## config.mk

```make
export PLATFORM = sky130hd
export DESIGN_NAME = sm4_key_exp
export DESIGN_NICKNAME = d
export VERILOG_FILES = /design/src/rtl/sm4_pkg.sv /design/src/rtl/sm4_key_exp.sv
export SDC_FILE = /design/constraint.sdc
export NUM_CORES = 2
export LEC_CHECK = 0
export BUFFER_PORTS_ARGS = -buffer_cell sky130_fd_sc_hd__buf_2
export CELL_PAD_IN_SITES_DETAIL_PLACEMENT = 1
export CELL_PAD_IN_SITES_GLOBAL_PLACEMENT = 1
export CORE_AREA = 3 3 451 453
export DETAILED_ROUTE_END_ITERATION = 12
export DIE_AREA = 0 0 454 456
export PLACE_DENSITY_LB_ADDON = 0.1
export SLEW_MARGIN = 15
export SYNTH_ARGS = -nofsm -noshare
export SYNTH_HDL_FRONTEND = slang
export SYNTH_SLANG_ARGS = --single-unit
```

## constraint.sdc

```tcl
create_clock -name i_clk -period 9.4 [get_ports i_clk]
set_clock_uncertainty 0.2 [all_clocks]
set_input_delay 2.82 -clock i_clk [delete_from_list [all_inputs] [get_ports i_clk]]
set_output_delay 2.82 -clock i_clk [all_outputs]
set_load 0.01 [all_outputs]
```

## src/rtl/sm4_pkg.sv

```systemverilog
package sm4_pkg;

    // Round count of the cipher and of the key schedule
    localparam int ROUNDS = 32;

    typedef logic [31:0] t_word;

    // Four working words, x0 is the oldest
    typedef struct packed {
        t_word x0;
        t_word x1;
        t_word x2;
        t_word x3;
    } t_block;

    // What moves from one round stage to the next
    typedef struct packed {
        logic   valid;
        t_block data;
    } t_stage;

    // System parameter FK
    localparam t_word FK0 = 32'ha3b1bac6;
    localparam t_word FK1 = 32'h56aa3350;
    localparam t_word FK2 = 32'h677d9197;
    localparam t_word FK3 = 32'hb27022dc;

    localparam logic [7:0] SBOX [256] = '{
        8'hd6, 8'h90, 8'he9, 8'hfe, 8'hcc, 8'he1, 8'h3d, 8'hb7,
        8'h16, 8'hb6, 8'h14, 8'hc2, 8'h28, 8'hfb, 8'h2c, 8'h05,
        8'h2b, 8'h67, 8'h9a, 8'h76, 8'h2a, 8'hbe, 8'h04, 8'hc3,
        8'haa, 8'h44, 8'h13, 8'h26, 8'h49, 8'h86, 8'h06, 8'h99,
        8'h9c, 8'h42, 8'h50, 8'hf4, 8'h91, 8'hef, 8'h98, 8'h7a,
        8'h33, 8'h54, 8'h0b, 8'h43, 8'hed, 8'hcf, 8'hac, 8'h62,
        8'he4, 8'hb3, 8'h1c, 8'ha9, 8'hc9, 8'h08, 8'he8, 8'h95,
        8'h80, 8'hdf, 8'h94, 8'hfa, 8'h75, 8'h8f, 8'h3f, 8'ha6,
        8'h47, 8'h07, 8'ha7, 8'hfc, 8'hf3, 8'h73, 8'h17, 8'hba,
        8'h83, 8'h59, 8'h3c, 8'h19, 8'he6, 8'h85, 8'h4f, 8'ha8,
        8'h68, 8'h6b, 8'h81, 8'hb2, 8'h71, 8'h64, 8'hda, 8'h8b,
        8'hf8, 8'heb, 8'h0f, 8'h4b, 8'h70, 8'h56, 8'h9d, 8'h35,
        8'h1e, 8'h24, 8'h0e, 8'h5e, 8'h63, 8'h58, 8'hd1, 8'ha2,
        8'h25, 8'h22, 8'h7c, 8'h3b, 8'h01, 8'h21, 8'h78, 8'h87,
        8'hd4, 8'h00, 8'h46, 8'h57, 8'h9f, 8'hd3, 8'h27, 8'h52,
        8'h4c, 8'h36, 8'h02, 8'he7, 8'ha0, 8'hc4, 8'hc8, 8'h9e,
        8'hea, 8'hbf, 8'h8a, 8'hd2, 8'h40, 8'hc7, 8'h38, 8'hb5,
        8'ha3, 8'hf7, 8'hf2, 8'hce, 8'hf9, 8'h61, 8'h15, 8'ha1,
        8'he0, 8'hae, 8'h5d, 8'ha4, 8'h9b, 8'h34, 8'h1a, 8'h55,
        8'had, 8'h93, 8'h32, 8'h30, 8'hf5, 8'h8c, 8'hb1, 8'he3,
        8'h1d, 8'hf6, 8'he2, 8'h2e, 8'h82, 8'h66, 8'hca, 8'h60,
        8'hc0, 8'h29, 8'h23, 8'hab, 8'h0d, 8'h53, 8'h4e, 8'h6f,
        8'hd5, 8'hdb, 8'h37, 8'h45, 8'hde, 8'hfd, 8'h8e, 8'h2f,
        8'h03, 8'hff, 8'h6a, 8'h72, 8'h6d, 8'h6c, 8'h5b, 8'h51,
        8'h8d, 8'h1b, 8'haf, 8'h92, 8'hbb, 8'hdd, 8'hbc, 8'h7f,
        8'h11, 8'hd9, 8'h5c, 8'h41, 8'h1f, 8'h10, 8'h5a, 8'hd8,
        8'h0a, 8'hc1, 8'h31, 8'h88, 8'ha5, 8'hcd, 8'h7b, 8'hbd,
        8'h2d, 8'h74, 8'hd0, 8'h12, 8'hb8, 8'he5, 8'hb4, 8'hb0,
        8'h89, 8'h69, 8'h97, 8'h4a, 8'h0c, 8'h96, 8'h77, 8'h7e,
        8'h65, 8'hb9, 8'hf1, 8'h09, 8'hc5, 8'h6e, 8'hc6, 8'h84,
        8'h18, 8'hf0, 8'h7d, 8'hec, 8'h3a, 8'hdc, 8'h4d, 8'h20,
        8'h79, 8'hee, 8'h5f, 8'h3e, 8'hd7, 8'hcb, 8'h39, 8'h48
    };

    function automatic t_word rotl(t_word v, int s);
        return (v << s) | (v >> (32 - s));
    endfunction

    // Byte-wise S-box substitution
    function automatic t_word tau(t_word v);
        return {SBOX[v[31:24]], SBOX[v[23:16]], SBOX[v[15:8]], SBOX[v[7:0]]};
    endfunction

    // Linear transform of the data rounds
    function automatic t_word l_data(t_word v);
        return v ^ rotl(v, 2) ^ rotl(v, 10) ^ rotl(v, 18) ^ rotl(v, 24);
    endfunction

    // Linear transform of the key schedule
    function automatic t_word l_key(t_word v);
        return v ^ rotl(v, 13) ^ rotl(v, 23);
    endfunction

    // CK word: byte j is (4*idx + j) * 7 mod 256, first byte on top
    function automatic t_word ck_word(logic [7:0] idx);
        t_word      w;
        logic [7:0] b;
        w = '0;
        for (int j = 0; j < 4; j++) begin
            b = 8'((idx << 2) + 8'(j));
            w = {w[23:0], 8'(b * 8'd7)};
        end
        return w;
    endfunction

endpackage

```

## src/rtl/sm4_key_exp.sv

```systemverilog
module sm4_key_exp #(
    parameter int ROUNDS = sm4_pkg::ROUNDS
) (
    input  logic           i_clk,
    input  logic           i_rst_n,
    input  logic           i_start,
    input  logic [127:0]   i_key,
    output logic           o_busy,
    output sm4_pkg::t_word o_round_keys [ROUNDS]
);

    localparam int CNT_W = $clog2(ROUNDS);
    localparam logic [CNT_W-1:0] LAST = CNT_W'(ROUNDS - 1);

    logic           r_busy;
    logic [CNT_W-1:0] r_cnt;
    sm4_pkg::t_word r_w [4];
    sm4_pkg::t_word r_rk [ROUNDS];
    sm4_pkg::t_word n_key;

    // One schedule round per cycle
    assign n_key = r_w[0] ^ sm4_pkg::l_key(sm4_pkg::tau(
                   r_w[1] ^ r_w[2] ^ r_w[3] ^ sm4_pkg::ck_word(8'(r_cnt))));

    // Sequencer
    always_ff @(posedge i_clk) begin
        if (!i_rst_n) begin
            r_busy <= 1'b0;
            r_cnt  <= '0;
        end else if (i_start) begin
            r_busy <= 1'b1;
            r_cnt  <= '0;
        end else if (r_busy) begin
            r_cnt <= r_cnt + 1'b1;
            if (r_cnt == LAST) begin
                r_busy <= 1'b0;
            end
        end
    end

    // Working words and round key file
    always_ff @(posedge i_clk) begin
        if (i_start) begin
            r_w[0] <= i_key[127:96] ^ sm4_pkg::FK0;
            r_w[1] <= i_key[95:64]  ^ sm4_pkg::FK1;
            r_w[2] <= i_key[63:32]  ^ sm4_pkg::FK2;
            r_w[3] <= i_key[31:0]   ^ sm4_pkg::FK3;
        end else if (r_busy) begin
            r_w[0]       <= r_w[1];
            r_w[1]       <= r_w[2];
            r_w[2]       <= r_w[3];
            r_w[3]       <= n_key;
            r_rk[r_cnt]  <= n_key;
        end
    end

    assign o_busy       = r_busy;
    assign o_round_keys = r_rk;

endmodule

```

==> metrics.md <==
| Metric | Value |
|---|---|
| Top Ports | 1156 |
| Largest cells by area after synthesis | edfxtp_1 (67%), nand2_1 (3.3%), a21oi_1 (2.6%), nor2_1 (2.4%), o21ai_0 (2.2%) |
| Crit path launch | r_cnt[2] |
| Residual DRC count | 0 |
| Die height | 456 um |
| Fill cell count | 21760 |
| Crit path DAT | 7730 ps |
| YS warnings | 0 |
| CTS tree | yes |
| CTS max path bufs | 3 |
| EDFF count, synth | 1152 |
| RSZ-0062 raised after global routing | no |
| Final worst setup slack | 2112 ps |
| Num CTS Buffers | 134 |
| Layout area overhead | 28.27% |
| Footprint of the multi-input gates | 16490 um^2 |
| Reg area | 34710 um^2 |
| Die ar. | 207000 um^2 |
| GP Congestion | 0.9427 |
| Setup slack at placement | 2103 ps |
| FMAX | 0.1372 GHz |
| # resized after CTS | 0 |
| Setup_tns | 0 ps |
| Per-cell routed wire length | 38.03 um |
| Synth Register Bits | 1158 |
| Setup Crit Path Kind | reg2reg |
| Overall Global Routing Usage | 28.10% |
| Layout cells sized above 1 | 31.75% |
| Tcrit/Tclk final | 77.53% |
| Ys async rst share | 0% |
| Worst min path class | reg2reg |
| Worst-path clk slew | 60 ps |
| Syn avg cell area | 12.95 um^2 |
| Post-CTS setup buffer count | 0 |
| Routed Antenna Nets | 0 |
| Ys flop type | edfxtp_1 |
| Syn Inst Count | 3998 |
| Distinct cells, synth | 89 |
| CP startpoint kind | register |
| First-pass GRT wire length | 400300 um |
| Net count after synthesis | 4183 |
| Routed via count | 43370 |
| CP Max Fanout | 35 |
| Critical Path RT | 9840 ps |
| Routed vias/inst | 5.456 |
| Max-Cap Viols | 0 |
| Die Span X | 454 um |
| Core Rows | 164 |
| Vias in the first global route | 42420 |
| Outcome | complete, no violations |
| Pins Over Slew Limit | 0 |
| # hold bufs at CTS | 0 |
| Area leader, netlist | edfxtp_1 |
| Largest net degree at the start of global routing | 88 |
| Root buffer cell | clkbuf_16 |
| Dpl cells | 7687 |
| Slew @ Worst Pin | 1185 ps |
| Slew headroom | 21.00% |
| Hold Vio Cnt, Final | 0 |
| Final setup fails | 0 |
| Critical path capture point type | register |
| Grt ovf | 0 |
| Yosys top cell area share | 66.79% |
| DR pass1 iterations | 6 |
| Final wirelength | 302300 um |
| Worst skew pair latency | 790 ps |
| Finished Layout Cells | 7948 |
| Worst reg2reg path depth | 15 |
| Initial antenna violation count | 33 |
| R2r setup slk | 2110 ps |
| Post-Synthesis Cell Area | 51790 um^2 |
| Reg2reg start | r_cnt[2] |
| Core Area | 199700 um^2 |
| Worst setup endpoint | r_w[3][14] |
| Hold Crit Depth | 2 |
| Initial Util | 25.94% |
| Tmin final | 7288 ps |
| Final nets | 5352 |
| R2r endpoint | r_w[3][14] |
| CTS sink cnt | 1158 |
| Initial DRC Count | 4838 |
| H-tree levels | 4 |
| Register area share after synthesis | 67.03% |
| Port buffer count | 1155 |
| Hpwl dp | 214000 um |
## stage by stage
step	util [%]	hold WS [ps]	instance area, um^2
global placement	30.97	322.8	61830
floorplan	-	311.7	51790
detailed placement	30.98	344.7	61850
finish	33.27	353.1	66430
global route	33.26	391.4	66400
CTS	33.25	353.0	66380
## worst max-delay path, stage by stage, from the launching register on
cell     delay, ps
dfxtp_1        630
fa_1           620
xnor2_1        420
inv_1          180
ha_1           220
a21oi_1        270
xnor3_2        850
nor2_1         890
nand3_1        190
a31oi_1        260
o31ai_1        140
o22ai_1        560
xnor2_1        210
xnor2_2        620
buf_4          510
mux2_2         260
## sequential cells by signal, indices dropped and copies added, names as in the netlist
signal / cells
o_busy: 1
o_round_keys: 1024
r_cnt: 5
r_w: 128
## synthesized netlist by cell type, drive strengths merged (33+ instances only)
master  instances
o21ai         231
clkbuf        219
a211oi         49
edfxtp       1152
nor2          329
xnor2         115
a21oi         274
mux2i          34
a221oi         40
nor3           96
xor2           52
nand2         453
a31oi          71
buf            84
o211ai         57
nand3          92
inv            33
o311ai         35
ha             47
## worst min-delay path by stage
stage	from	endpoint	slack [ps]
finish	r_w[3][23]	r_w[2][23]	350
global route	r_w[2][1]	r_w[1][1]	390
floorplan	r_w[2][0]	r_w[1][0]	310
global placement	r_w[2][1]	r_w[1][1]	320
CTS	r_w[2][24]	r_w[1][24]	350
detailed placement	r_w[2][1]	r_w[1][1]	340
## cell families (layout without fill, tap and decap cells)
family                     after synthesis  count (layout)  share of synthesized area [%]
AOI/OAI and AO/OA                     1112            1112                          14.52
DFF                                   1158            1158                          67.03
adders and majority gates               54              54                          1.406
buffers and inverters                  338            1612                          2.575
muxes                                   52              52                          1.070
xor gates and xnor gates               201             201                          4.409
and+or+nand+nor                       1083            1083                          8.994
other                                    0              20                              0
## layout by cell type (no fill, tap or decap), drive strengths merged, types with 30 or more instances in the layout
master,n
nand3,92
xnor2,115
xor2,52
ha,47
nor2,329
clkbuf,162
a211oi,49
edfxtp,1152
clkinv,53
nor3,96
mux2i,34
o311ai,35
nand2,453
a21oi,274
buf,1336
a221oi,40
o21ai,231
o221ai,30
o211ai,57
a311oi,30
inv,40
a31oi,71
## metal layers
metal,track usage (%),up-vias,part of all wire [%]
met2,48.18,2162,50
met4,12.99,0,5.2
met1,33.96,22860,39
met3,5.257,495,6.7
li1,-,17850,-
met5,0,-,0
## final cells by class
type,count,area share [%]
clock inverter,79,1.550
timing repair buffer,1336,10.82
inverter,35,0.2015
antenna,20,0.07534
clock buffer,162,5.270
multi-input combinational,2502,24.83
tap,2656,5.002
sequential,1158,52.25
Power is not shown: default switching activity piles up to over one toggle a cycle in this logic, so the estimate is an artifact.
